--- src/hw/rtl/png_unf_pkg.sv ---
// Shared types, codes and helper functions for the PNG scanline unfilter.
// Depends on nothing; every other file of the block refers to it by scoped names.
`timescale 1ns / 1ps
`default_nettype none

package png_unf_pkg;

  // Fixed field widths.
  localparam int BYTE_POS_W  = 12;
  localparam int COL_W       = 10;
  localparam int ROW_W       = 16;
  localparam int WIDTH_REG_W = 11;
  localparam int CFG_INDEX_W = 2;
  localparam int CFG_DATA_W  = 16;
  localparam int IN_TDATA_W  = 48;
  localparam int OUT_TDATA_W = 64;
  localparam int OUT_PAD_W   = 6;

  // Output queue geometry.
  localparam int OUTQ_DEPTH = 4;
  localparam int OUTQ_PTR_W = 2;
  localparam int OUTQ_CNT_W = 3;

  localparam logic [BYTE_POS_W-1:0] POS_LAST = 12'hfff;
  localparam logic [7:0]            ALPHA_OPAQUE = 8'hff;

  // Configuration register indexes.
  typedef enum logic [CFG_INDEX_W-1:0] {
    REG_COLOR_MODE   = 2'd0,
    REG_IMAGE_WIDTH  = 2'd1,
    REG_IMAGE_HEIGHT = 2'd2,
    REG_TRANSPARENCY = 2'd3
  } cfg_reg_t;

  // Colour modes; any other code is handled as RGBA.
  localparam logic [1:0] MODE_PALETTE = 2'd0;
  localparam logic [1:0] MODE_RGB     = 2'd1;

  // Input word kinds carried on tuser.
  localparam logic OP_DATA    = 1'b0;
  localparam logic OP_PALETTE = 1'b1;

  // Filter codes.
  localparam logic [7:0] FILT_NONE  = 8'd0;
  localparam logic [7:0] FILT_SUB   = 8'd1;
  localparam logic [7:0] FILT_UP    = 8'd2;
  localparam logic [7:0] FILT_AVG   = 8'd3;
  localparam logic [7:0] FILT_PAETH = 8'd4;

  typedef struct packed {
    logic [COL_W-1:0] col;
    logic [ROW_W-1:0] row;
    logic             unsupported;
    logic             last;
    logic [1:0]       mode;
    logic             transp;
  } pix_info_t;

  // One stream byte on its way from the counters to the reconstruction stage.
  typedef struct packed {
    logic       valid;
    logic       is_filter;
    logic [7:0] raw;
    logic [1:0] lane;
    logic       row_zero;
    logic [7:0] filter;
    logic       pix_done;
    pix_info_t  info;
  } byte_stage_t;

  // A completed pixel waiting for its palette lookup.
  typedef struct packed {
    logic        valid;
    logic [31:0] assembly;
    pix_info_t   info;
  } pix_stage_t;

  typedef struct packed {
    logic                   we;
    logic [7:0]             index;
    logic [23:0]            color;
    logic [7:0]             alpha;
  } pal_write_t;

  typedef struct packed {
    logic [OUT_TDATA_W-1:0] tdata;
    logic                   tuser;
    logic                   tlast;
  } out_word_t;

  // Paeth predictor on unsigned bytes.
  function automatic logic [7:0] paeth_pred(input logic [7:0] a, input logic [7:0] b,
                                            input logic [7:0] c);
    logic [7:0] pa;
    logic [7:0] pb;
    logic [8:0] sum;
    logic [8:0] cc;
    logic [8:0] pc;
    pa  = (b >= c) ? b - c : c - b;
    pb  = (a >= c) ? a - c : c - a;
    sum = {1'b0, a} + {1'b0, b};
    cc  = {c, 1'b0};
    pc  = (sum >= cc) ? sum - cc : cc - sum;
    if (({1'b0, pa} <= {1'b0, pb}) && ({1'b0, pa} <= pc)) begin
      paeth_pred = a;
    end else if ({1'b0, pb} <= pc) begin
      paeth_pred = b;
    end else begin
      paeth_pred = c;
    end
  endfunction

endpackage

`default_nettype wire

--- src/hw/rtl/png_unf_outq.sv ---
// Small output queue that decouples the pixel pipeline from the result stream.
// Holds finished output words until the consumer takes them; uses png_unf_pkg.
`timescale 1ns / 1ps
`default_nettype none

module png_unf_outq (
  input  wire                                   clk,
  input  wire                                   rst,
  input  wire                                   push,
  input  png_unf_pkg::out_word_t                push_word,
  output logic                                  m_tvalid,
  input  wire                                   m_tready,
  output logic [png_unf_pkg::OUT_TDATA_W-1:0]   m_tdata,
  output logic                                  m_tuser,
  output logic                                  m_tlast,
  output logic [png_unf_pkg::OUTQ_CNT_W-1:0]    count
);

  localparam logic [png_unf_pkg::OUTQ_CNT_W-1:0] FULL =
    png_unf_pkg::OUTQ_CNT_W'(png_unf_pkg::OUTQ_DEPTH);

  png_unf_pkg::out_word_t entries [png_unf_pkg::OUTQ_DEPTH];
  logic [png_unf_pkg::OUTQ_PTR_W-1:0] wr_ptr, rd_ptr;
  logic pop;

  assign m_tvalid = (count != '0);
  assign pop      = m_tvalid && m_tready;
  assign m_tdata  = entries[rd_ptr].tdata;
  assign m_tuser  = entries[rd_ptr].tuser;
  assign m_tlast  = entries[rd_ptr].tlast;

  always_ff @(posedge clk) begin
    if (push) begin
      entries[wr_ptr] <= push_word;
    end
  end

  always_ff @(posedge clk) begin
    if (rst) begin
      wr_ptr <= '0;
      rd_ptr <= '0;
      count  <= '0;
    end else begin
      if (push) begin
        wr_ptr <= wr_ptr + png_unf_pkg::OUTQ_PTR_W'(1);
      end
      if (pop) begin
        rd_ptr <= rd_ptr + png_unf_pkg::OUTQ_PTR_W'(1);
      end
      count <= count + png_unf_pkg::OUTQ_CNT_W'(push) - png_unf_pkg::OUTQ_CNT_W'(pop);
    end
  end

`ifndef SYNTHESIS
  // Input credit must keep a slot free for every pixel already in flight.
  a_no_overflow: assert property (@(posedge clk) disable iff (rst)
    !(push && (count == FULL) && !pop))
    else $error("output queue overflow");

  a_count_bound: assert property (@(posedge clk) disable iff (rst)
    count <= FULL)
    else $error("output queue count out of range");
`endif

endmodule

`default_nettype wire

--- config.mk ---
export PLATFORM = sky130hd
export DESIGN_NAME = png_unf_outq
export DESIGN_NICKNAME = d
export VERILOG_FILES = /design/src/hw/rtl/png_unf_pkg.sv /design/src/hw/rtl/png_unf_outq.sv
export SDC_FILE = /design/constraint.sdc
export NUM_CORES = 1
export LEC_CHECK = 0
export ABC_AREA = 1
export BUFFER_PORTS_ARGS = -buffer_cell sky130_fd_sc_hd__buf_4
export CORE_UTILIZATION = 55
export CTS_CLUSTER_DIAMETER = 100
export DETAILED_ROUTE_END_ITERATION = 7
export MAX_ROUTING_LAYER = met4
export PLACE_DENSITY = 0.76
export SYNTH_ARGS = -nofsm -noshare
export SYNTH_HDL_FRONTEND = slang
export SYNTH_SLANG_ARGS = --single-unit
--- constraint.sdc ---
create_clock -name clk -period 2.8 [get_ports clk]
set_input_delay 0.56 -clock clk [delete_from_list [all_inputs] [get_ports clk]]
set_output_delay 0.56 -clock clk [all_outputs]
set_load 0.005 [all_outputs]
==> flow_metrics.env, run 1 <==
export IMPL_crit_arrival_ns=2.11
export IMPL_synthAdderAreaFrac_pct=0.8771
export IMPL_peakVddDrop_mv=0.6471
export IMPL_synth_seq_cells=273
export IMPL_power_density_mw_per_mm2=852.7
export IMPL_outcome="completed"
export IMPL_finalSetupViolCount=0
export IMPL_startpoint_type="flop"
export IMPL_end_kind="primary output"
export IMPL_setup_tns_ns=0
export IMPL_die_y_um=142.4
export IMPL_power_frac_seq_pct=42.9
export IMPL_syn_area_mm2=0.01084
export IMPL_synth_nets=776
export IMPL_die_x_um=142.4
export IMPL_relSlewSlack_pct=31.65
export IMPL_p_int_mw=8.136
export IMPL_drive_gt1_share_pct=33.92
export IMPL_p_sw_mw=2.978
export IMPL_syn_area_per_cell_um2=15.51
export IMPL_path_clk_slew_ns=0.06
export IMPL_vias=6290
export IMPL_crit_required_ns=2.24
export IMPL_path_class="flop to primary output"
export IMPL_area_delta_synth_final_pct=20.22
export IMPL_viasPerCell=5.641
export IMPL_fillers=1262
export IMPL_antenna_found_initial=0
export IMPL_synth_simple_area_share_pct=8.205
export IMPL_start_util_pct=57.01
export IMPL_ys_warn_count=0
export IMPL_num_rows=50
export IMPL_synth_mux_area_share_pct=0
export IMPL_fmax_ghz=0.3741
export IMPL_max_cap_viol_count=0
export IMPL_grt_pass1_vias=6525
export IMPL_ys_seq_area_share_pct=74.78
export IMPL_comb_power_share_pct=23.3
export IMPL_wl_mm=22.15
export IMPL_skew_ns=0.01837
export IMPL_finish_utilization_pct=68.53
export IMPL_drt_iter0_drc=448
export IMPL_final_cell_mix="edfxtp_1 (264), buf_4 (143), o21ai_0 (120), nor2_1 (94)"
export IMPL_routedWlPerCell_um=19.87
export IMPL_grt_pass1_wl_mm=33.98
export IMPL_first_pass_iters=5
export IMPL_finalMaxSlewViolations=0
export IMPL_rsz0062_at_grt="false"
export IMPL_synth_top_family_by_area="compound AO/OA/AOI/OAI gates"
export IMPL_synth_compound_area_share_pct=12.74
export IMPL_switching_share_pct=26.80
export IMPL_htree_levels=1
export IMPL_crit_fanout=132
export IMPL_synth_cells=699
export IMPL_ant_nets=0
export IMPL_core_area_mm2=0.01902
export IMPL_grt_max_degree=133
export IMPL_clk_latency_ns=0.53
export IMPL_mostFrequentLayoutCell="edfxtp_1"
export IMPL_clock_sinks=273
export IMPL_grt_ovfl_total=0
export IMPL_final_hold_violation_count=0
export IMPL_cts_made_buffers=26
export IMPL_worstMarginPinSlew_ns=1.025
export IMPL_fin_nets=912
export IMPL_portBuffers=139
export IMPL_ios=140
export IMPL_hpwl_mm=12.47
export IMPL_power_leakage_nw=4.537
export IMPL_p_clk_share_pct=33.8
export IMPL_clockRootBuffer="clkbuf_16"
export IMPL_clk_path_buf_depth=3
export IMPL_synthXorXnorAreaFrac_pct=0
export IMPL_track_usage_pct=22.90
export IMPL_cts_tree="done"
export IMPL_ys_types=24
export IMPL_finalCriticalPeriod_ns=2.673
export IMPL_design_die_area_mm2=0.02028
export IMPL_post_cts_setup_buffer_count=0
export IMPL_drcViolationCount=0
export IMPL_hold_class="input port to flop"
export IMPL_timing_final_crit_share_pct=95.46
export IMPL_gp_congestion=0.7755
export IMPL_num_antenna_cells=0
==> power groups by stage <==
stage | Combinational (mW) | Sequential (mW) | Clock (mW)
after floorplan | 1.55 | 4.84 | 0
after global placement | 2.50 | 4.84 | 0
after detailed placement | 2.60 | 4.85 | 0
after CTS | 2.62 | 4.77 | 3.80
after global routing | 2.82 | 4.78 | 3.97
final | 2.59 | 4.76 | 3.76
==> layer usage <==
layer | routed length, um | vias to the layer above | track usage [%]
met5 | 0 | - | -
met4 | 593 | 0 | 8.942
met3 | 1429 | 45 | 4.441
met2 | 11450 | 214 | 38.78
met1 | 8682 | 3141 | 27.11
li1 | - | 2890 | -
==> logic make-up (layout without fill, tap and decap cells) <==
| group | count (synthesis) | count (layout) |
|---|---|---|
| compound gates | 206 | 206 |
| fa+ha+maj | 7 | 7 |
| simple gates | 153 | 153 |
| buf+inv | 60 | 216 |
| flops | 273 | 273 |
==> cells in the mapped netlist <==
cell      number  share of area (%)
dfxtp_1        9                1.7
a21boi_0       1              0.069
o22ai_1       26                1.5
o21ai_2        4               0.32
nand2_1       12               0.42
buf_8          1               0.14
nor2_4        40                4.2
inv_1         16               0.55
nor2_1        94                3.3
o22ai_2       40                4.6
nor2_2         5               0.29
buf_12         5               0.92
o21ai_0      120                5.5
buf_6          4               0.42
nand3_1        2              0.092
inv_6          1              0.081
fa_1           1               0.18
clkbuf_1      20               0.69
o21ai_1       10               0.46
edfxtp_1     264                 73
buf_2         12               0.55
inv_2          1              0.035
a21oi_1        5               0.23
ha_1           6               0.69
==> registers in the layout, summed over array words and instances, names as in the netlist, named ones only <==
signal   flops
count        3
wr_ptr       2
entries    264
rd_ptr       2
==> area by class of cell <==
cell class	instances	area, um^2	share of cell area [%]
clock buffer	34	752.0	5.769
clock inverter	14	196.4	1.507
inverter	18	76.32	0.5856
multi-input combinational	366	2366	18.15
sequential	273	8113	62.24
tap	260	325.3	2.496
timing repair buffer	150	1205	9.245
==> timing repair <==
item / in CTS / in global routing
resized for setup: 0 / 1
hold buffers: 0 / 0
setup endpoints to repair: 0 / 3
==> through the flow <==
step	hold slack, ns	setup slack [ns]	area (um^2)	total power, mW	std cells
final	0.2083	0.1270	13030	11.11	1115
after global routing	0.2010	0.05578	13030	11.57	1115
after CTS	0.1954	0.09682	13030	11.19	1115
after detailed placement	0.4971	0.6398	12080	7.455	1067
after global placement	0.4653	0.6610	12080	7.337	1067
after floorplan	0.4481	0.5034	10840	6.383	699
==> final timing paths <==
kind	startpoint	to	slack, ns	depth (start not counted)
worst max-delay path	flop	m_tdata[45]	0.13	4
worst min-delay path	rst	count[1]	0.21	2
worst max register to register	wr_ptr[0]	entries[0][58]	0.91	5
worst min register to register	rd_ptr[0]	flop	0.52	2
==> critical path: stages (launching register included) <==
cell and delay [ns]:
dfxtp_4 0.38, buf_12 0.36, o21ai_0 0.21, o22ai_1 0.31, buf_4 0.17
(Power assumes the default switching activity.)
==> inputs of run 2 (changes only) <==
==> constraint.sdc (replaced) <==
create_clock -name clk -period 2.8 [get_ports clk]
set_input_delay 0.56 -clock clk [delete_from_list [all_inputs] [get_ports clk]]
set_output_delay 0.56 -clock clk [all_outputs]
set_load 0.02 [all_outputs]
==> run 2 against run 1 <==
  * Flip-flop and latch count stayed put
  * Highest routed layer unchanged
  * Register-to-register slack improved by 0.08 ns
  * Critical endpoint is now m_tdata[4]
  * Combinational power is 19% higher
  * Critical path type unchanged
  * Die area unchanged
  * Non-clock buffer count grew 3
  * Sequential share of layout area is 0.17 points lower
  * Sequential power about the same
  * First-iteration DRC count decreased by 5.6%
  * Count of clock-buffer cells in the layout up 2
  * Largest power group unchanged
  * Largest cell class unchanged
  * Cell area increased by 0.27%
==> flow_metrics.env, run 2 (synthesized netlist as in run 1, its figures left out) <==
export IMPL_cts_tree="done"
export IMPL_cp_slowest_cell="buf_4"
export IMPL_grt_pass1_vias=6367
export IMPL_hold_depth=2
export IMPL_clk_path_buf_depth=3
export IMPL_post_cts_setup_buffer_count=0
export IMPL_r2r_cells=9
export IMPL_path_class="flop to primary output"
export IMPL_slowest_delay_ns=0.37
export IMPL_fillers=1293
export IMPL_setup_tns_ns=0
export IMPL_portBuffers=139
export IMPL_outcome="completed"
export IMPL_regMostFlops="entries"
export IMPL_area_delta_synth_final_pct=20.54
export IMPL_core_area_mm2=0.01902
export IMPL_r2r_start="count[1]"
export IMPL_worst_r2r_endpoint="count[2]"
export IMPL_grt_pass1_wl_mm=32.81
export IMPL_hold_start="rst"
export IMPL_largest_reg_flops=264
export IMPL_first_pass_iters=4
export IMPL_multiInputGateArea_mm2=0.002366
export IMPL_end_kind="primary output"
export IMPL_seqCellArea_mm2=0.008113
export IMPL_start_util_pct=57.01
export IMPL_postCtsHoldBufs=0
export IMPL_power_leakage_nw=4.556
export IMPL_crit_family="buffers and inverters"
export IMPL_drt_iter0_drc=423
export IMPL_crit_arrival_ns=2.06
export IMPL_timing_final_crit_share_pct=93.55
export IMPL_mostFrequentLayoutCell="edfxtp_1"
export IMPL_grt_max_degree=133
export IMPL_worstMarginPinSlew_ns=0.9843
export IMPL_track_usage_pct=21.94
export IMPL_drive_gt1_share_pct=34.11
export IMPL_finish_utilization_pct=68.72
export IMPL_finalCriticalPeriod_ns=2.619
export IMPL_fin_nets=916
export IMPL_final_cell_mix="edfxtp_1 (264), buf_4 (146), o21ai_0 (120), nor2_1 (94)"
export IMPL_drcViolationCount=0
export IMPL_crit_fanout=35
export IMPL_cts_made_buffers=27
export IMPL_reg_largest_list="entries: 264 flops, count: 3 flops"
export IMPL_clockRootBuffer="clkbuf_16"
export IMPL_wl_mm=21.32
export IMPL_place_ws_ns=0.6240
export IMPL_clk_latency_ns=0.52
export IMPL_routedWlPerCell_um=19.04
export IMPL_power_mw=11.62
export IMPL_crit_buf_inv=3
export IMPL_layout_setup_ws_ns=0.1807
export IMPL_htree_levels=1
export IMPL_cts_resized=0
export IMPL_crit_chain="inv_6 > buf_4 > o21ai_0 > o22ai_2 > buf_4"
export IMPL_critPathMostFrequentCell="buf_4"
export IMPL_hold_class="input port to flop"
export IMPL_fmax_ghz=0.3818
export IMPL_ios=140
export IMPL_peakVddDrop_mv=0.5850
export IMPL_grt_ovfl_total=0
export IMPL_finalSetupViolCount=0
export IMPL_relSlewSlack_pct=34.38
export IMPL_design_die_area_mm2=0.02028
export IMPL_ant_nets=0
export IMPL_rsz0062_at_grt="false"
export IMPL_final_hold_violation_count=0
export IMPL_power_density_mw_per_mm2=888.9
export IMPL_crit_required_ns=2.24
export IMPL_hpwl_mm=12.52
export IMPL_gp_congestion=0.7843
export IMPL_die_y_um=142.4
export IMPL_path_clk_slew_ns=0.06
export IMPL_die_x_um=142.4
export IMPL_viasPerCell=5.579
export IMPL_skew_ns=0.02646
export IMPL_clock_sinks=273
export IMPL_r2r_slack_ns=0.99
export IMPL_num_rows=50
export IMPL_max_cap_viol_count=0
export IMPL_vias=6248
export IMPL_hold_end="count[0]"
export IMPL_antenna_found_initial=1
export IMPL_finalMaxSlewViolations=0
export IMPL_startpoint_type="flop"
-- run 2: report_power, final --
group | internal, mW | leakage, nW | switching (mW) | total [mW]
Combinational | 1.12 | 1.58 | 1.95 | 3.07
Sequential | 4.69 | 2.50 | 0.0687 | 4.76
Clock | 2.36 | 0.474 | 1.42 | 3.78
-- run 2: routing by layer --
metal	global-route usage, %	vias to the layer above	share of wire [%]
met4	7.414	0	3.1
met3	3.869	46	6.3
met5	-	-	0
met1	26.99	3078	40
met2	36.89	225	51
li1	-	2899	-
-- run 2: how the worst max path moves through the flow --
stage	from	endpoint	slack, ns	cells past startpoint
6_report	flop	m_tdata[4]	0.18	5
4_1_cts	flop	m_tdata[63]	0.06	4
3_3_place_gp	flop	m_tdata[63]	0.63	4
3_5_place_dp	flop	m_tdata[63]	0.62	4
5_1_grt	flop	m_tdata[63]	0.05	4
2_1_floorplan	push	entries[2][0]	0.50	2
-- run 2: cell type report --
class / instances / share of cell area (%)
repair buffers: 153 / 9.392
well taps: 260 / 2.489
clock buffers: 36 / 5.811
inverters: 18 / 0.5840
clock inverters: 13 / 1.522
multi-input cells: 366 / 18.10
flip-flops and latches: 273 / 62.08
diodes: 1 / 0.01915
-- run 2: per-stage QoR --
| step | cells | hold WS (ns) | cell area [um^2] |
|---|---|---|---|
| final | 1120 | 0.2136 | 13070 |
| after global routing | 1120 | 0.2076 | 13070 |
| after CTS | 1119 | 0.1954 | 13060 |
| after detailed placement | 1070 | 0.4961 | 12100 |
| after global placement | 1070 | 0.4647 | 12100 |
| after floorplan | 699 | 0.4481 | 10840 |
==> inputs of run 3 (changes only) <==
--- a/config.mk
+++ b/config.mk
@@ -10,7 +10,6 @@
 export CORE_UTILIZATION = 55
 export CTS_CLUSTER_DIAMETER = 100
 export DETAILED_ROUTE_END_ITERATION = 7
-export MAX_ROUTING_LAYER = met4
 export PLACE_DENSITY = 0.76
 export SYNTH_ARGS = -nofsm -noshare
 export SYNTH_HDL_FRONTEND = slang
==> constraint.sdc (replaced) <==
create_clock -name clk -period 2.7 [get_ports clk]
set_input_delay 0.54 -clock clk [delete_from_list [all_inputs] [get_ports clk]]
set_output_delay 0.54 -clock clk [all_outputs]
set_load 0.02 [all_outputs]
==> run 3 against run 2 <==
  * Flip-flop and latch count did not move
  * Sequential power rose by 4%
  * Clock skew fell by 0.021 ns
  * Largest power group unchanged
  * Clock power rose by 3%
  * Total power rose by 3.5%
  * Critical endpoint is now m_tdata[14]
==> flow_metrics.env, run 3 (synthesized netlist as in run 1, its figures left out) <==
export IMPL_peakVddDrop_mv=0.7103
export IMPL_start_util_pct=57.01
export IMPL_p_sw_mw=3.542
export IMPL_path_clk_slew_ns=0.06
export IMPL_die_x_um=142.4
export IMPL_startpoint_type="flop"
export IMPL_rsz0062_at_grt="false"
export IMPL_power_density_mw_per_mm2=918.7
export IMPL_ant_nets=0
export IMPL_hold_class="input port to flop"
export IMPL_grt_max_degree=133
export IMPL_p_clk_share_pct=32.5
export IMPL_dpl_cell_area_mm2=0.01214
export IMPL_fin_nets=917
export IMPL_outcome="completed"
export IMPL_area_delta_synth_final_pct=20.75
export IMPL_htree_levels=1
export IMPL_gp_congestion=0.8044
export IMPL_num_rows=50
export IMPL_crit_fanout=132
export IMPL_timing_final_crit_share_pct=95.57
export IMPL_grt_pass1_vias=6445
export IMPL_fin_area_mm2=0.01309
export IMPL_setup_tns_ns=0
export IMPL_post_cts_setup_buffer_count=0
export IMPL_design_die_area_mm2=0.02028
export IMPL_postCtsHoldBufs=0
export IMPL_drcViolationCount=0
export IMPL_mostFrequentLayoutCell="edfxtp_1"
export IMPL_crit_required_ns=2.16
export IMPL_worstMarginPinSlew_ns=0.6127
export IMPL_drive_gt1_share_pct=34.42
export IMPL_clock_sinks=273
export IMPL_first_pass_iters=4
export IMPL_comb_power_share_pct=26.5
export IMPL_drt_iter0_drc=363
export IMPL_portBuffers=139
export IMPL_viasPerCell=5.548
export IMPL_vias=6214
export IMPL_end_kind="primary output"
export IMPL_relSlewSlack_pct=59.15
export IMPL_antenna_found_initial=0
export IMPL_final_hold_violation_count=0
export IMPL_crit_arrival_ns=2.04
export IMPL_power_leakage_nw=4.564
export IMPL_power_frac_seq_pct=41.1
export IMPL_finalSetupViolCount=0
export IMPL_track_usage_pct=21.48
export IMPL_largest_reg_flops=264
export IMPL_hpwl_mm=12.48
export IMPL_finalCriticalPeriod_ns=2.580
export IMPL_p_int_mw=8.484
export IMPL_regMostFlops="entries"
export IMPL_grt_ovfl_total=0
export IMPL_final_cell_mix="edfxtp_1 (264), buf_4 (146), o21ai_0 (120), nor2_1 (94)"
export IMPL_skew_ns=0.005735
export IMPL_max_cap_viol_count=0
export IMPL_clk_latency_ns=0.51
export IMPL_cts_tree="done"
export IMPL_r2r_slack_ns=0.86
export IMPL_core_area_mm2=0.01902
export IMPL_reg_largest_list="entries: 264 flops, count: 3 flops"
export IMPL_cts_made_buffers=27
export IMPL_switching_share_pct=29.45
export IMPL_ios=140
export IMPL_clockRootBuffer="clkbuf_16"
export IMPL_num_antenna_cells=0
export IMPL_cts_resized=0
export IMPL_finalMaxSlewViolations=0
export IMPL_path_class="flop to primary output"
export IMPL_grt_pass1_wl_mm=33.04
export IMPL_wl_mm=21.44
export IMPL_die_y_um=142.4
export IMPL_routedWlPerCell_um=19.14
export IMPL_fmax_ghz=0.3875
export IMPL_clk_path_buf_depth=3
==> run 3: cell count changes in the layout (fill, tap and decap cells not counted) <==
cell / before / now
clkinv_1: 2 / 1
diode_2: 1 / 0
buf_6: 1 / 0
clkbuf_1: 4 / 3
clkinv_2: 8 / 9
clkinvlp_4: 0 / 2
buf_12: 6 / 8
clkinv_8: 1 / 0
==> run 3: final cells by class <==
class	instances	area [um^2]
Tap cell	260	325.3
Timing Repair Buffer	154	1256
Inverter	18	76.32
Multi-Input combinational cell	366	2366
Fill cell	1276	5927
Sequential cell	273	8113
Clock buffer	35	755.7
Clock inverter	14	198.9
==> run 3: critical path, stage by stage (launching register included) <==
cell	delay [ns]
dfxtp_4	0.38
buf_12	0.36
o21ai_0	0.26
o22ai_2	0.20
buf_4	0.17
==> run 3: power groups by stage <==
stage / combinational (mW) / sequential (mW) / clock, mW
final: 3.18 / 4.94 / 3.90
after global routing: 3.42 / 4.95 / 4.12
after CTS: 3.21 / 4.94 / 3.96
after detailed placement: 3.20 / 5.03 / 0
after global placement: 3.10 / 5.02 / 0
after floorplan: 2.07 / 5.04 / 0
==> run 3: stage by stage <==
stage,setup WS (ns),hold slack (ns),std cells,util (%),power [mW]
final,0.1196,0.2022,1120,68.84,12.03
after global placement,0.7049,0.4721,1071,63.82,8.112
after detailed placement,0.6439,0.4855,1071,63.82,8.227
after global routing,0.01459,0.1852,1120,68.84,12.49
after CTS,0.1257,0.1869,1120,68.84,12.11
after floorplan,0.4091,0.4481,699,-,7.111
==> run 3: worst paths after layout <==
check | startpoint | end | cells after the start
max | flop | m_tdata[14] | 4
min | rst | count[1] | 2
min reg2reg | wr_ptr[1] | wr_ptr[1] | 2
max reg2reg | count[1] | count[2] | 8
==> run 3: metal layers <==
layer / part of all wire (%) / vias up / GRT usage [%] / wire (um)
met5: 0 / - / 0 / 0
met3: 6.7 / 36 / 4.744 / 1434
met1: 40 / 3080 / 26.69 / 8594
li1: - / 2902 / - / -
met2: 51 / 196 / 37.72 / 11000
met4: 1.9 / 0 / 6.338 / 412
