`src/hw/rtl/png_unf_pkg.sv`:
```
// Shared types, codes and helper functions for the PNG scanline unfilter.
// Depends on nothing; every other file of the block refers to it by scoped names.
`timescale 1ns / 1ps
`default_nettype none

package png_unf_pkg;

  // Fixed field widths.
  localparam int BYTE_POS_W  = 12;
  localparam int COL_W       = 10;
  localparam int ROW_W       = 16;
  localparam int WIDTH_REG_W = 11;
  localparam int CFG_INDEX_W = 2;
  localparam int CFG_DATA_W  = 16;
  localparam int IN_TDATA_W  = 48;
  localparam int OUT_TDATA_W = 64;
  localparam int OUT_PAD_W   = 6;

  // Output queue geometry.
  localparam int OUTQ_DEPTH = 4;
  localparam int OUTQ_PTR_W = 2;
  localparam int OUTQ_CNT_W = 3;

  localparam logic [BYTE_POS_W-1:0] POS_LAST = 12'hfff;
  localparam logic [7:0]            ALPHA_OPAQUE = 8'hff;

  // Configuration register indexes.
  typedef enum logic [CFG_INDEX_W-1:0] {
    REG_COLOR_MODE   = 2'd0,
    REG_IMAGE_WIDTH  = 2'd1,
    REG_IMAGE_HEIGHT = 2'd2,
    REG_TRANSPARENCY = 2'd3
  } cfg_reg_t;

  // Colour modes; any other code is handled as RGBA.
  localparam logic [1:0] MODE_PALETTE = 2'd0;
  localparam logic [1:0] MODE_RGB     = 2'd1;

  // Input word kinds carried on tuser.
  localparam logic OP_DATA    = 1'b0;
  localparam logic OP_PALETTE = 1'b1;

  // Filter codes.
  localparam logic [7:0] FILT_NONE  = 8'd0;
  localparam logic [7:0] FILT_SUB   = 8'd1;
  localparam logic [7:0] FILT_UP    = 8'd2;
  localparam logic [7:0] FILT_AVG   = 8'd3;
  localparam logic [7:0] FILT_PAETH = 8'd4;

  typedef struct packed {
    logic [COL_W-1:0] col;
    logic [ROW_W-1:0] row;
    logic             unsupported;
    logic             last;
    logic [1:0]       mode;
    logic             transp;
  } pix_info_t;

  // One stream byte on its way from the counters to the reconstruction stage.
  typedef struct packed {
    logic       valid;
    logic       is_filter;
    logic [7:0] raw;
    logic [1:0] lane;
    logic       row_zero;
    logic [7:0] filter;
    logic       pix_done;
    pix_info_t  info;
  } byte_stage_t;

  // A completed pixel waiting for its palette lookup.
  typedef struct packed {
    logic        valid;
    logic [31:0] assembly;
    pix_info_t   info;
  } pix_stage_t;

  typedef struct packed {
    logic                   we;
    logic [7:0]             index;
    logic [23:0]            color;
    logic [7:0]             alpha;
  } pal_write_t;

  typedef struct packed {
    logic [OUT_TDATA_W-1:0] tdata;
    logic                   tuser;
    logic                   tlast;
  } out_word_t;

  // Paeth predictor on unsigned bytes.
  function automatic logic [7:0] paeth_pred(input logic [7:0] a, input logic [7:0] b,
                                            input logic [7:0] c);
    logic [7:0] pa;
    logic [7:0] pb;
    logic [8:0] sum;
    logic [8:0] cc;
    logic [8:0] pc;
    pa  = (b >= c) ? b - c : c - b;
    pb  = (a >= c) ? a - c : c - a;
    sum = {1'b0, a} + {1'b0, b};
    cc  = {c, 1'b0};
    pc  = (sum >= cc) ? sum - cc : cc - sum;
    if (({1'b0, pa} <= {1'b0, pb}) && ({1'b0, pa} <= pc)) begin
      paeth_pred = a;
    end else if ({1'b0, pb} <= pc) begin
      paeth_pred = b;
    end else begin
      paeth_pred = c;
    end
  endfunction

endpackage

`default_nettype wire

```
`src/hw/rtl/png_unf_ctrl.sv`:
```
// Configuration registers and stream counters for the PNG scanline unfilter.
// Issues prior-row store reads and registers each accepted data byte; uses png_unf_pkg.
`timescale 1ns / 1ps
`default_nettype none

module png_unf_ctrl #(
  parameter int MAX_WIDTH = 1024,
  localparam int STORE_DEPTH = 4 * MAX_WIDTH,
  localparam int ADDR_W = $clog2(STORE_DEPTH)
) (
  input  wire                                  clk,
  input  wire                                  rst,
  input  wire                                  cfg_we,
  input  wire  [png_unf_pkg::CFG_INDEX_W-1:0]  cfg_index,
  input  wire  [png_unf_pkg::CFG_DATA_W-1:0]   cfg_data,
  input  wire                                  accept,
  input  wire                                  op,
  input  wire  [7:0]                           data_byte,
  output logic                                 rd_en,
  output logic [ADDR_W-1:0]                    rd_addr,
  output png_unf_pkg::byte_stage_t             stage_q,
  output logic [ADDR_W-1:0]                    stage_addr
);

  localparam logic [ADDR_W-1:0] ADDR_LAST = ADDR_W'(STORE_DEPTH - 1);
  localparam logic [15:0]       MAX_W16   = 16'(MAX_WIDTH);

  logic [1:0]                                color_mode;
  logic [png_unf_pkg::WIDTH_REG_W-1:0]       image_width;
  logic [png_unf_pkg::ROW_W-1:0]             image_height;
  logic                                      transparency;

  logic [png_unf_pkg::BYTE_POS_W-1:0] pos, pos_next;
  logic [ADDR_W-1:0]                  addr, addr_next;
  logic [10:0]                        q3, q3_next;
  logic [1:0]                         r3, r3_next;
  logic [1:0]                         bip, bip_next;
  logic [png_unf_pkg::ROW_W-1:0]      row, row_next;
  logic [7:0]                         filter, filter_next;
  logic                               awaiting, awaiting_next;

  logic        take_data, take_filter, take_byte;
  logic [2:0]  bpp;
  logic [1:0]  bip_inc;
  logic        pix_done;
  logic [11:0] col;
  logic [15:0] width_eff;
  logic [15:0] height_eff;
  logic        end_row, last_row;
  png_unf_pkg::byte_stage_t stage_next;

  always_ff @(posedge clk) begin
    if (rst) begin
      color_mode   <= png_unf_pkg::MODE_PALETTE;
      image_width  <= 11'd1;
      image_height <= 16'd1;
      transparency <= 1'b0;
    end else if (cfg_we) begin
      unique case (cfg_index)
        png_unf_pkg::REG_COLOR_MODE:   color_mode   <= cfg_data[1:0];
        png_unf_pkg::REG_IMAGE_WIDTH:  image_width  <= cfg_data[png_unf_pkg::WIDTH_REG_W-1:0];
        png_unf_pkg::REG_IMAGE_HEIGHT: image_height <= cfg_data;
        png_unf_pkg::REG_TRANSPARENCY: transparency <= cfg_data[0];
        default:                       color_mode   <= color_mode;
      endcase
    end
  end

  assign take_data   = accept && (op == png_unf_pkg::OP_DATA);
  assign take_filter = take_data && awaiting;
  assign take_byte   = take_data && !awaiting;

  always_comb begin
    if (color_mode == png_unf_pkg::MODE_PALETTE) begin
      bpp = 3'd1;
      col = pos;
    end else if (color_mode == png_unf_pkg::MODE_RGB) begin
      bpp = 3'd3;
      col = {1'b0, q3};
    end else begin
      bpp = 3'd4;
      col = {2'b00, pos[11:2]};
    end
  end

  assign bip_inc  = bip + 2'd1;
  assign pix_done = (bip_inc == 2'd0) || ({1'b0, bip_inc} >= bpp);

  always_comb begin
    width_eff = {5'b0, image_width};
    if (width_eff == 16'd0) begin
      width_eff = 16'd1;
    end else if (width_eff > MAX_W16) begin
      width_eff = MAX_W16;
    end
  end

  assign height_eff = (image_height == 16'd0) ? 16'd1 : image_height;
  assign end_row    = ({4'b0, col} + 16'd1) >= width_eff;
  assign last_row   = ({1'b0, row} + 17'd1) >= {1'b0, height_eff};

  assign rd_en   = take_byte;
  assign rd_addr = addr;

  always_comb begin
    pos_next      = pos;
    addr_next     = addr;
    q3_next       = q3;
    r3_next       = r3;
    bip_next      = bip;
    row_next      = row;
    filter_next   = filter;
    awaiting_next = awaiting;
    if (take_filter) begin
      filter_next   = data_byte;
      awaiting_next = 1'b0;
      pos_next      = '0;
      addr_next     = '0;
      q3_next       = '0;
      r3_next       = '0;
      bip_next      = '0;
    end else if (take_byte) begin
      pos_next = pos + 12'd1;
      if (pos == png_unf_pkg::POS_LAST) begin
        addr_next = '0;
        q3_next   = '0;
        r3_next   = '0;
      end else begin
        addr_next = (addr == ADDR_LAST) ? '0 : addr + ADDR_W'(1);
        if (r3 == 2'd2) begin
          r3_next = 2'd0;
          q3_next = q3 + 11'd1;
        end else begin
          r3_next = r3 + 2'd1;
        end
      end
      bip_next = pix_done ? 2'd0 : bip_inc;
      if (pix_done && end_row) begin
        awaiting_next = 1'b1;
        row_next      = last_row ? '0 : row + 16'd1;
      end
    end
  end

  always_comb begin
    stage_next.valid            = take_data;
    stage_next.is_filter        = awaiting;
    stage_next.raw              = data_byte;
    stage_next.lane             = bip;
    stage_next.row_zero         = (row == '0);
    stage_next.filter           = filter;
    stage_next.pix_done         = take_byte && pix_done;
    stage_next.info.col         = col[png_unf_pkg::COL_W-1:0];
    stage_next.info.row         = row;
    stage_next.info.unsupported = filter > png_unf_pkg::FILT_PAETH;
    stage_next.info.last        = end_row && last_row;
    stage_next.info.mode        = color_mode;
    stage_next.info.transp      = transparency;
  end

  always_ff @(posedge clk) begin
    if (rst) begin
      pos      <= '0;
      addr     <= '0;
      q3       <= '0;
      r3       <= '0;
      bip      <= '0;
      row      <= '0;
      filter   <= '0;
      awaiting <= 1'b1;
      stage_q  <= '0;
    end else begin
      pos      <= pos_next;
      addr     <= addr_next;
      q3       <= q3_next;
      r3       <= r3_next;
      bip      <= bip_next;
      row      <= row_next;
      filter   <= filter_next;
      awaiting <= awaiting_next;
      stage_q  <= stage_next;
    end
  end

  always_ff @(posedge clk) begin
    stage_addr <= addr;
  end

`ifndef SYNTHESIS
  // The byte that closes a row must leave the counters waiting for a filter code.
  a_row_end_waits: assert property (@(posedge clk) disable iff (rst)
    (take_byte && pix_done && end_row) |=> awaiting)
    else $error("row end did not arm the filter code wait");

  // A filter code restarts the row at byte zero, lane zero.
  a_filter_restarts: assert property (@(posedge clk) disable iff (rst)
    take_filter |=> (pos == '0) && (bip == 2'd0) && (addr == '0))
    else $error("filter code did not restart the row counters");
`endif

endmodule

`default_nettype wire

```
`config.mk`:
```
export PLATFORM = sky130hd
export DESIGN_NAME = png_unf_ctrl
export DESIGN_NICKNAME = d
export VERILOG_FILES = /design/src/hw/rtl/png_unf_pkg.sv /design/src/hw/rtl/png_unf_ctrl.sv
export SDC_FILE = /design/constraint.sdc
export NUM_CORES = 1
export LEC_CHECK = 0
export BUFFER_PORTS_ARGS = -buffer_cell sky130_fd_sc_hd__buf_2
export CAP_MARGIN = 20
export CORE_ASPECT_RATIO = 0.9
export CORE_MARGIN = 2
export CORE_UTILIZATION = 57
export DETAILED_ROUTE_END_ITERATION = 16
export PLACE_DENSITY = 0.8
export SLEW_MARGIN = 25
export SYNTH_ARGS = -nofsm -noshare
export SYNTH_HDL_FRONTEND = slang
export SYNTH_SLANG_ARGS = --single-unit
```
`constraint.sdc`:
```
create_clock -name clk -period 3.7 [get_ports clk]
set_input_delay 0.185 -clock clk [delete_from_list [all_inputs] [get_ports clk]]
set_output_delay 0.185 -clock clk [all_outputs]
set_load 0.01 [all_outputs]
```
==> flow_summary.json, run 1 <==
{
  "status": "completed",
  "grt_pass1_vias": 5474,
  "worst_setup_path_start_kind": "flop",
  "synth_fp_nets": 833,
  "hpwlAfterDp_mm": 12.2,
  "yosysMostFrequentCell": "dfxtp_1",
  "rows": 38,
  "crit_end": "row[7]",
  "grtUsageTotal": 0.261,
  "switching_share": 0.254,
  "numClockSinks": 159,
  "grt_pass1_wl_mm": 27.1,
  "final_util": 0.713,
  "clockRootBuffer": "clkbuf_16",
  "coreArea_um2": 12100,
  "grtUsageMet3": 0.0705,
  "wirelength_mm": 17.4,
  "synthArstFlopShare": 0,
  "vias": 6035,
  "drtIter0Drc": 493,
  "seq_area_um2": 3190,
  "power_density_nw_per_um2": 441,
  "yosysTopAreaCell": "dfxtp_1",
  "initial_core_util": 0.586,
  "netlist_area_um2": 7080,
  "rsz0062_at_grt": "false",
  "overflow": 0,
  "final_antenna_net_count": 0,
  "fillCellCount": 877,
  "ios": 109,
  "cp-end-kind": "flop",
  "drv_cap": 0,
  "clockBufferDepth": 2,
  "fp.dieH_um": 110,
  "htree_levels": 4,
  "vias_per_cell": 5.65,
  "final.setup.tns_ns": 0,
  "grt_start_max_net_pins": 103,
  "criticalPathCategory": "reg2reg",
  "cp-startpoint": "row[0]",
  "vdd_ir_drop_max_mv": 0.373,
  "synthCells": 766,
  "clk_latency_ns": 0.43,
  "routedWlPerCell_um": 16.3,
  "num-nets-final": 963,
  "hold_viol_final": 0,
  "grt_util_met1": 0.348,
  "setup_violations": 0,
  "ys_ff_latch": 159,
  "cp.required_ns": 4.04,
  "ff2ff_path_depth": 14,
  "synthTopCellsByCount": "dfxtp_1 (159), nor2_1 (96), nand2_1 (76)",
  "multiInputGateArea_um2": 3680,
  "place_congestion": 0.939,
  "clkPwrFrac": 0.457,
  "synth-warning-count": 0,
  "busiest_layer": "met2",
  "area_delta_synth_final_pct": 21.7,
  "yosys-top-cells-area": "dfxtp_1 (45%), ha_1 (6.4%), nor2_1 (5.1%)",
  "antenna_found_initial": 0,
  "drt_pre_antenna_iters": 6,
  "ys.flop_type": "dfxtp_1",
  "fmax_mhz": 281,
  "synth.avg_cell_area_um2": 9.24,
  "cp_max_fo": 8,
  "hold_class": "in2reg",
  "route.detailed.drc": 0,
  "finalMaxSlewViolations": 0,
  "tightest_slew_ns": 0.813,
  "cts_tree": "yes",
  "reg2reg_to": "row[7]",
  "min_period_ns": 3.56,
  "io_buffer_count": 108,
  "skew_ns": 0.00922,
  "reg2reg_from": "row[0]",
  "drive_gt1_frac": 0.230,
  "num_antenna_cells": 0,
  "synth-edff-count": 0,
  "p_leak_uw": 0.00374,
  "critPathArrivalTime_ns": 3.89,
  "p_switching_uw": 965,
  "relSlewSlack": 0.457,
  "ys_seq_area_frac": 0.450,
  "cts_made_buffers": 17,
  "total_power_uw": 3800,
  "fin_crit_sh": 0.962,
  "die_area_um2": 13300,
  "hold_slack_ns": 0.0206,
  "grtUsageMet2": 0.407,
  "synth_top_area_frac": 0.450,
  "rrSetupSlack_ns": 0.14,
  "power_frac_comb": 0.074,
  "pwr-share-seq": 0.469,
  "clk_pin_slew_ns": 0.07,
  "fp.dieW_um": 121,
  "power.internal_uw": 2830,
  "synth_cell_type_count": 71
}
-- area by class of cell --
type | count | share of cell area
multi-input cells | 542 | 0.427
flip-flops and latches | 159 | 0.370
repair buffers | 141 | 0.0946
clock buffers | 17 | 0.0494
well taps | 160 | 0.0232
clock inverters | 15 | 0.0196
inverters | 35 | 0.0155
-- registers in the layout (all words and copies together) (netlist names), 8 cells and up --
signal	count
pos	12
image_width	11
rd_addr	12
image_height	16
stage_q	53
q3	11
filter	8
row	16
stage_addr	12
-- cells by family (layout without fill, tap and decap cells) --
logic type	Yosys count	in the layout	share of synthesized area
AOI/OAI and AO/OA	110	110	0.110
adders and majority gates	36	36	0.0636
xor gates and xnor gates	50	50	0.0619
and+or+nand+nor	313	313	0.221
buffers and inverters	65	208	0.0417
muxes	33	33	0.0514
DFF	159	159	0.450
-- stage by stage --
stage / area (um2) / cells / setup WS [ns]
after floorplan: 7080 / 766 / 0.356
after global placement: 7820 / 1026 / 0.110
after detailed placement: 7820 / 1026 / -0.112
after CTS: 8510 / 1067 / 0.0160
after global routing: 8610 / 1069 / 0.00964
final: 8610 / 1069 / 0.142
-- routing by layer --
metal,vias to the layer above,share of wire
met2,236,0.47
met5,-,0
met1,2861,0.44
li1,2889,-
met3,49,0.067
met4,0,0.026
-- worst min path at each step --
| stage | endpoint | cells after the start | slack, ns | startpoint |
|---|---|---|---|---|
| 2_1_floorplan | image_height[0] | 2 | 0.31 | cfg_data[0] |
| 3_3_place_gp | stage_addr[10] | 0 | 0.38 | rd_addr[10] |
| 3_5_place_dp | stage_addr[10] | 0 | 0.38 | rd_addr[10] |
| 4_1_cts | image_height[14] | 3 | 0.002 | cfg_data[14] |
| 5_1_grt | image_width[2] | 3 | 0.01 | cfg_data[2] |
| 6_report | image_width[6] | 3 | 0.02 | cfg_data[6] |
-- critical path: stages (launching register included) --
cell      delay [ns]
dfxtp_1         0.43
ha_2            0.26
nand3_1         0.15
buf_4           0.19
nor4b_4         0.34
xor2_1          0.33
ha_1            0.31
nand4_1         0.13
nor2_1          0.08
and3_1          0.19
a311o_1         0.41
nor2_1          0.15
buf_4           0.18
a21boi_0        0.09
o32ai_1         0.23
-- cells in the final DEF, fill, tap and decap left out, types with 14 or more instances in the layout --
cell type  count
clkbuf_16     17
ha_1          35
xnor2_1       23
xor2_1        26
nand2_1       76
nand3_1       20
inv_1         33
nand4_1       14
dfxtp_1      157
buf_2        108
o21ai_0       15
mux2i_1       22
nor2b_1       34
buf_4         22
a21oi_1       37
nor2_1        94
-- power by group through the flow --
stage               Clock [uW]  Sequential [uW]  Combinational (uW)
floorplan                    0             1820                 161
global placement             0             1820                 251
detailed placement           0             1820                 258
CTS                       1760             1780                 269
global route              1840             1780                 306
finish                    1740             1780                 280
-- what timing repair did --
item | in CTS | in global routing
hold buffers | 9 | 0
gates cloned | 0 | 0
endpoints found under the hold margin | 9 | 0
setup buffers | 0 | 2
resized for setup | 1 | 20
endpoints found under the setup margin | 17 | 18
Power figures use the tool's default switching activity.
==> run 2: changes to the inputs <==
--- a/config.mk
+++ b/config.mk
@@ -5,6 +5,7 @@
 export SDC_FILE = /design/constraint.sdc
 export NUM_CORES = 1
 export LEC_CHECK = 0
+export ABC_AREA = 1
 export BUFFER_PORTS_ARGS = -buffer_cell sky130_fd_sc_hd__buf_2
 export CAP_MARGIN = 20
 export CORE_ASPECT_RATIO = 0.9
==> run 2 against run 1 <==
Net effect: utilization shrank 2.3 points; first-iteration DRC count shrank 7.1%; via count grew 12%; synthesized cell count grew 32%; wire length shrank 1.7%; global-route usage shrank 0.87 points; fmax grew 6.2%; synthesized area grew 3.2%; design area grew 0.93%; clock power is essentially flat; critical path depth grew 6; critical endpoint is now row[1]; largest power group unchanged.
==> flow_summary.json, run 2 <==
{
  "p_switching_uw": 1110,
  "cp_max_fo": 15,
  "critical-path-top-delay-family": "simple AND/OR/NAND/NOR gates",
  "fmax_mhz": 299,
  "min_period_ns": 3.35,
  "initial_core_util": 0.580,
  "worst_setup_path_start_kind": "flop",
  "pwr-share-seq": 0.442,
  "cts_tree": "yes",
  "final_antenna_net_count": 0,
  "hpwlAfterDp_mm": 12.1,
  "ys_ff_latch": 159,
  "drtIter0Drc": 458,
  "synth-warning-count": 0,
  "num_antenna_cells": 0,
  "overflow": 0,
  "clk_latency_ns": 0.43,
  "yosysMostFrequentCell": "nand2_1",
  "antenna_found_initial": 0,
  "num-nets-final": 1193,
  "critPathMaxStageDelay_ns": 0.43,
  "clkPwrFrac": 0.431,
  "vias_per_cell": 5.17,
  "seq_area_um2": 3190,
  "ios": 109,
  "synth_fp_nets": 1080,
  "crit_buf_inv": 1,
  "cts_made_buffers": 17,
  "p_leak_uw": 0.00411,
  "power_density_nw_per_um2": 471,
  "cp.required_ns": 4.07,
  "fin_crit_sh": 0.905,
  "final_cell_area_um2": 8690,
  "place_congestion": 0.914,
  "synth.avg_cell_area_um2": 7.21,
  "final_cell_mix": "nand2_1 (194), dfxtp_1 (157), nor2_1 (156)",
  "grt_start_max_net_pins": 52,
  "criticalPathCategory": "reg2reg",
  "largest-register": "stage_q",
  "synth_cell_type_count": 34,
  "cp-end-kind": "flop",
  "ys_seq_area_frac": 0.436,
  "grt_pass1_wl_mm": 27.8,
  "status": "completed",
  "final.setup.tns_ns": 0,
  "die_area_um2": 13700,
  "power_frac_comb": 0.127,
  "clockRootBuffer": "clkbuf_16",
  "io_buffer_count": 108,
  "grtUsageTotal": 0.252,
  "synthCells": 1013,
  "synthArstFlopShare": 0,
  "netlist_area_um2": 7310,
  "clk_pin_slew_ns": 0.06,
  "area_delta_synth_final_pct": 19.0,
  "tightest_slew_ns": 0.837,
  "hold_class": "in2reg",
  "switching_share": 0.271,
  "postCtsSetupRepairBufs": 0,
  "synth-edff-count": 0,
  "fillCellCount": 1037,
  "grt_pass1_vias": 5946,
  "dpl_cell_area_um2": 7970,
  "numClockSinks": 159,
  "hold_slack_ns": 0.00662,
  "hold_viol_final": 0,
  "drive_gt1_frac": 0.148,
  "largest_registers": "stage_q (53), image_height (16), row (16)",
  "route.detailed.drc": 0,
  "slowest_stage": "dfxtp_1",
  "drv_cap": 0,
  "path_cells": "ha_1, nand2_1, inv_1, nand4_1, nor3_1, xor2_1, ha_1, nand2_1, nand2_1, nand2_1, nand2_1, a21oi_1, nand2_1, nand2_1, nand2_1, nand2_1, nand2_1, nor2_1, nor2_1, nor2_1",
  "path_common_cell": "nand2_1",
  "critPathArrivalTime_ns": 3.72,
  "vdd_ir_drop_max_mv": 0.345,
  "multiInputGateArea_um2": 3490,
  "rows": 39,
  "vias": 6736,
  "relSlewSlack": 0.441,
  "yosys-top-cells-area": "dfxtp_1 (44%), nand2_1 (10%), nor2_1 (8.1%)",
  "final_common_cell": "nand2_1",
  "drt_pre_antenna_iters": 6,
  "clockBufferDepth": 2,
  "routedWlPerCell_um": 13.1,
  "synthTopCellsByCount": "nand2_1 (194), dfxtp_1 (159), nor2_1 (157)",
  "setup_violations": 0,
  "skew_ns": 0.00989,
  "fp.dieW_um": 123,
  "yosysTopAreaCell": "dfxtp_1",
  "htree_levels": 4,
  "power.internal_uw": 2980,
  "largest_reg_flops": 53,
  "ys.flop_type": "dfxtp_1",
  "finalMaxSlewViolations": 0,
  "coreArea_um2": 12600,
  "fp.dieH_um": 111,
  "rsz0062_at_grt": "false",
  "synth_top_area_frac": 0.436,
  "wirelength_mm": 17.1
}
==> run 2: changes by cell type after synthesis, sizes merged, moves of 10 or more <==
cell,before,now
inv,34,145
nor2b,34,0
a21oi,37,78
and3,12,0
nand3,21,64
nand2b,10,0
o21ai,20,51
nor3,9,23
nor2,96,166
mux2i,27,0
xnor2,24,2
nand2,78,197
==> run 2: area by class of cell <==
class,count,share of cell area
flip-flops and latches,159,0.366
inverters,145,0.0626
multi-input cells,680,0.401
well taps,164,0.0236
clock buffers,20,0.0514
repair buffers,123,0.0777
clock inverters,12,0.0171
==> run 2: per-stage QoR <==
stage / total power (uW) / cells / setup WS (ns) / utilization
after floorplan: 2200 / 1013 / 0.841 / -
after global placement: 2320 / 1261 / 0.394 / 0.633
after detailed placement: 2330 / 1261 / 0.187 / 0.633
after CTS: 4090 / 1302 / 0.155 / 0.688
after global routing: 4280 / 1303 / 0.00781 / 0.690
final: 4100 / 1303 / 0.351 / 0.690
==> run 2: cell families (layout without fill, tap and decap cells) <==
logic type               Yosys count  in the layout  synth area share
adder cells (fa/ha/maj)           36             36            0.0616
AND/OR/NAND/NOR                  479            480             0.283
AO/OA/AOI/OAI                    140            140            0.0993
buffers and inverters            175            300            0.0918
XOR/XNOR                          24             24            0.0288
flip-flops                       159            159             0.436
==> run 2: power by group through the flow <==
stage               clock network, uW  logic [uW]  registers, uW
finish                           1760         521           1810
global route                     1870         588           1820
CTS                              1790         492           1810
detailed placement                  0         479           1850
global placement                    0         470           1850
floorplan                           0         345           1860
==> run 2: worst paths after layout <==
kind | startpoint | end | slack, ns | cells after the start
worst max-delay path | row[0] | row[1] | 0.35 | 20
worst min-delay path | cfg_data[9] | image_width[9] | 0.007 | 3
worst max register to register | row[0] | row[1] | 0.35 | 20
worst min register to register | rd_addr[10] | stage_addr[10] | 0.36 | 0
==> run 2: routing by layer <==
layer / GRT usage / routed length (um) / vias up
li1: - / - / 3464
met2: 0.368 / 7210 / 256
met3: 0.0702 / 1430 / 16
met1: 0.365 / 8280 / 3000
met5: 0 / 0 / -
met4: 0.0682 / 201 / 0
==> run 2: tightest hold or removal path: stages <==
cell	delay, ns
buf_2	0.09
nor2_1	0.04
nor2_1	0.09
==> run 2: repair_timing <==
action                                  CTS  global route
endpoints found under the setup margin    0            18
gates resized for setup                   0             9
hold buffers                              9             0
endpoints found under the hold margin     9             0
==> run 3: changes to the inputs <==
--- a/config.mk
+++ b/config.mk
@@ -5,7 +5,6 @@
 export SDC_FILE = /design/constraint.sdc
 export NUM_CORES = 1
 export LEC_CHECK = 0
-export ABC_AREA = 1
 export BUFFER_PORTS_ARGS = -buffer_cell sky130_fd_sc_hd__buf_2
 export CAP_MARGIN = 20
 export CORE_ASPECT_RATIO = 0.9
@@ -13,6 +12,7 @@
 export CORE_UTILIZATION = 57
 export DETAILED_ROUTE_END_ITERATION = 16
 export PLACE_DENSITY = 0.8
+export SETUP_SLACK_MARGIN = 0.2
 export SLEW_MARGIN = 25
 export SYNTH_ARGS = -nofsm -noshare
 export SYNTH_HDL_FRONTEND = slang
==> run 3 against run 2 <==
Net effect: die area is 3.0% lower; via count decreased by 9.1%; total power fell by 6.6%; critical path type unchanged; design area increased by 0.75%; final cell count fell by 17%; non-clock buffer count increased by 25; sequential share of layout area fell by 0.17 points; global-route usage is 1.0 points higher; fmax is 1.8% lower; wire length is 3.3% higher; critical path depth down 6.
==> flow_summary.json, run 3 (synthesis gave the netlist of run 1 again) <==
{
  "path_cells": "buf_4, mux2i_1, nor2_1, a21oi_1, nor3b_4, xor2_1, ha_1, and3_1, a221oi_2, o21a_2, a31oi_4, buf_4, a21boi_0, o32ai_1",
  "worst_setup_path_start_kind": "flop",
  "wirelength_mm": 17.7,
  "worstHoldStart": "cfg_data[6]",
  "die_area_um2": 13300,
  "fin_crit_sh": 0.922,
  "clockBufferDepth": 2,
  "critPathArrivalTime_ns": 3.75,
  "grtUsageMet2": 0.412,
  "criticalPathCategory": "reg2reg",
  "final_cell_mix": "dfxtp_1 (152), buf_2 (108), nor2_1 (93)",
  "vias_per_cell": 5.69,
  "hpwlAfterDp_mm": 12.2,
  "switching_share": 0.256,
  "clockRootBuffer": "clkbuf_16",
  "finalMaxSlewViolations": 0,
  "vdd_ir_drop_max_mv": 0.375,
  "route.detailed.drc": 0,
  "io_buffer_count": 108,
  "clkPwrFrac": 0.456,
  "place_ws_ns": -0.112,
  "largest_reg_flops": 53,
  "rrSetupSlack_ns": 0.29,
  "hold_viol_final": 0,
  "multiInputGateArea_um2": 3740,
  "overflow": 0,
  "cts_made_buffers": 17,
  "numClockSinks": 159,
  "rows": 38,
  "place_congestion": 0.939,
  "total_power_uw": 3820,
  "routedWlPerCell_um": 16.4,
  "pwr-share-seq": 0.466,
  "fp.dieH_um": 110,
  "grtUsageTotal": 0.263,
  "num_antenna_cells": 0,
  "skew_ns": 0.0147,
  "relSlewSlack": 0.451,
  "seq_area_um2": 3190,
  "grt_util_met1": 0.350,
  "htree_levels": 4,
  "rsz0062_at_grt": "false",
  "ios": 109,
  "critPathMaxStageDelay_ns": 0.43,
  "final_util": 0.725,
  "slowest_stage": "dfxtp_4",
  "p_switching_uw": 978,
  "final_common_cell": "dfxtp_1",
  "grt_start_max_net_pins": 103,
  "p_leak_uw": 0.00383,
  "setup_violations": 0,
  "area_delta_synth_final_pct": 23.7,
  "largest_registers": "stage_q (53), image_height (16), row (16)",
  "min_period_ns": 3.41,
  "grt_pass1_vias": 5491,
  "drt_pre_antenna_iters": 6,
  "busiest_layer": "met2",
  "vias": 6123,
  "drive_gt1_frac": 0.251,
  "antenna_found_initial": 0,
  "grt_pass1_wl_mm": 27.2,
  "clk_pin_slew_ns": 0.07,
  "dpl_cell_area_um2": 7820,
  "clk_latency_ns": 0.44,
  "fillCellCount": 852,
  "path_common_cell": "buf_4",
  "final_cell_area_um2": 8760,
  "cp_max_fo": 9,
  "coreArea_um2": 12100,
  "cp.required_ns": 4.04,
  "status": "completed",
  "initial_core_util": 0.586,
  "largest-register": "stage_q",
  "post-route-worst-setup-slack_ns": 0.288,
  "drtIter0Drc": 550,
  "cp-end-kind": "flop",
  "hold_class": "in2reg",
  "fmax_mhz": 293,
  "power_frac_comb": 0.078,
  "cp-startpoint": "color_mode[0]",
  "power.internal_uw": 2850,
  "drv_cap": 0,
  "tightest_slew_ns": 0.820,
  "final_antenna_net_count": 0,
  "num-nets-final": 970,
  "power_density_nw_per_um2": 437,
  "grtUsageMet3": 0.0711,
  "fp.dieW_um": 121,
  "reg2reg_from": "color_mode[0]",
  "cts_tree": "yes"
}
==> run 3: metrics by stage <==
| stage | std cells | hold slack [ns] | setup TNS (ns) |
|---|---|---|---|
| after floorplan | 766 | 0.308 | 0 |
| after global placement | 1026 | 0.378 | 0 |
| after detailed placement | 1026 | 0.384 | -1.11 |
| after CTS | 1067 | 0.00219 | 0 |
| after global routing | 1076 | 0.0111 | 0 |
| final | 1076 | 0.00811 | 0 |
==> run 3: final cells by class <==
class / instances / share of cell area
Inverter: 35 / 0.0156
Multi-Input combinational cell: 542 / 0.428
Tap cell: 160 / 0.0229
Sequential cell: 159 / 0.365
Clock buffer: 17 / 0.0486
Clock inverter: 15 / 0.0193
Timing Repair Buffer: 148 / 0.101
==> run 3: worst paths after layout <==
path,endpoint,depth (start not counted)
worst max-delay path,row[7],14
worst min-delay path,image_width[6],3
worst max register to register,row[7],14
worst min register to register,stage_addr[9],0
==> run 3: metal layers <==
| layer | wire (um) | share of wire | vias to the layer above |
|---|---|---|---|
| li1 | - | - | 2907 |
| met1 | 7670 | 0.43 | 2926 |
| met2 | 8390 | 0.47 | 241 |
| met3 | 1160 | 0.066 | 49 |
| met4 | 456 | 0.026 | 0 |
| met5 | 0 | 0 | - |
==> run 3: critical path: cells and delay by family, from the launching register on <==
kind	cells	cell delay, ns
AO/OA/AOI/OAI	6	1.35
flip-flops	1	0.43
AND/OR/NAND/NOR	3	0.37
adder cells (fa/ha/maj)	1	0.34
multiplexers	1	0.33
buffers and inverters	2	0.31
XOR/XNOR	1	0.18
==> run 3: what timing repair did <==
action | 4_1_cts | 5_1_grt
endpoints found under the hold margin | 9 | 0
endpoints found under the setup margin | 17 | 18
hold buffers | 9 | 0
buffers inserted | 0 | 9
gates resized for setup | 12 | 30
pin swaps | 0 | 8
==> run 3: power groups by stage <==
stage,clock network (uW),logic [uW],registers [uW]
6_report,1740,299,1780
2_1_floorplan,0,161,1820
3_3_place_gp,0,251,1820
3_5_place_dp,0,258,1820
4_1_cts,1760,269,1780
5_1_grt,1840,326,1790
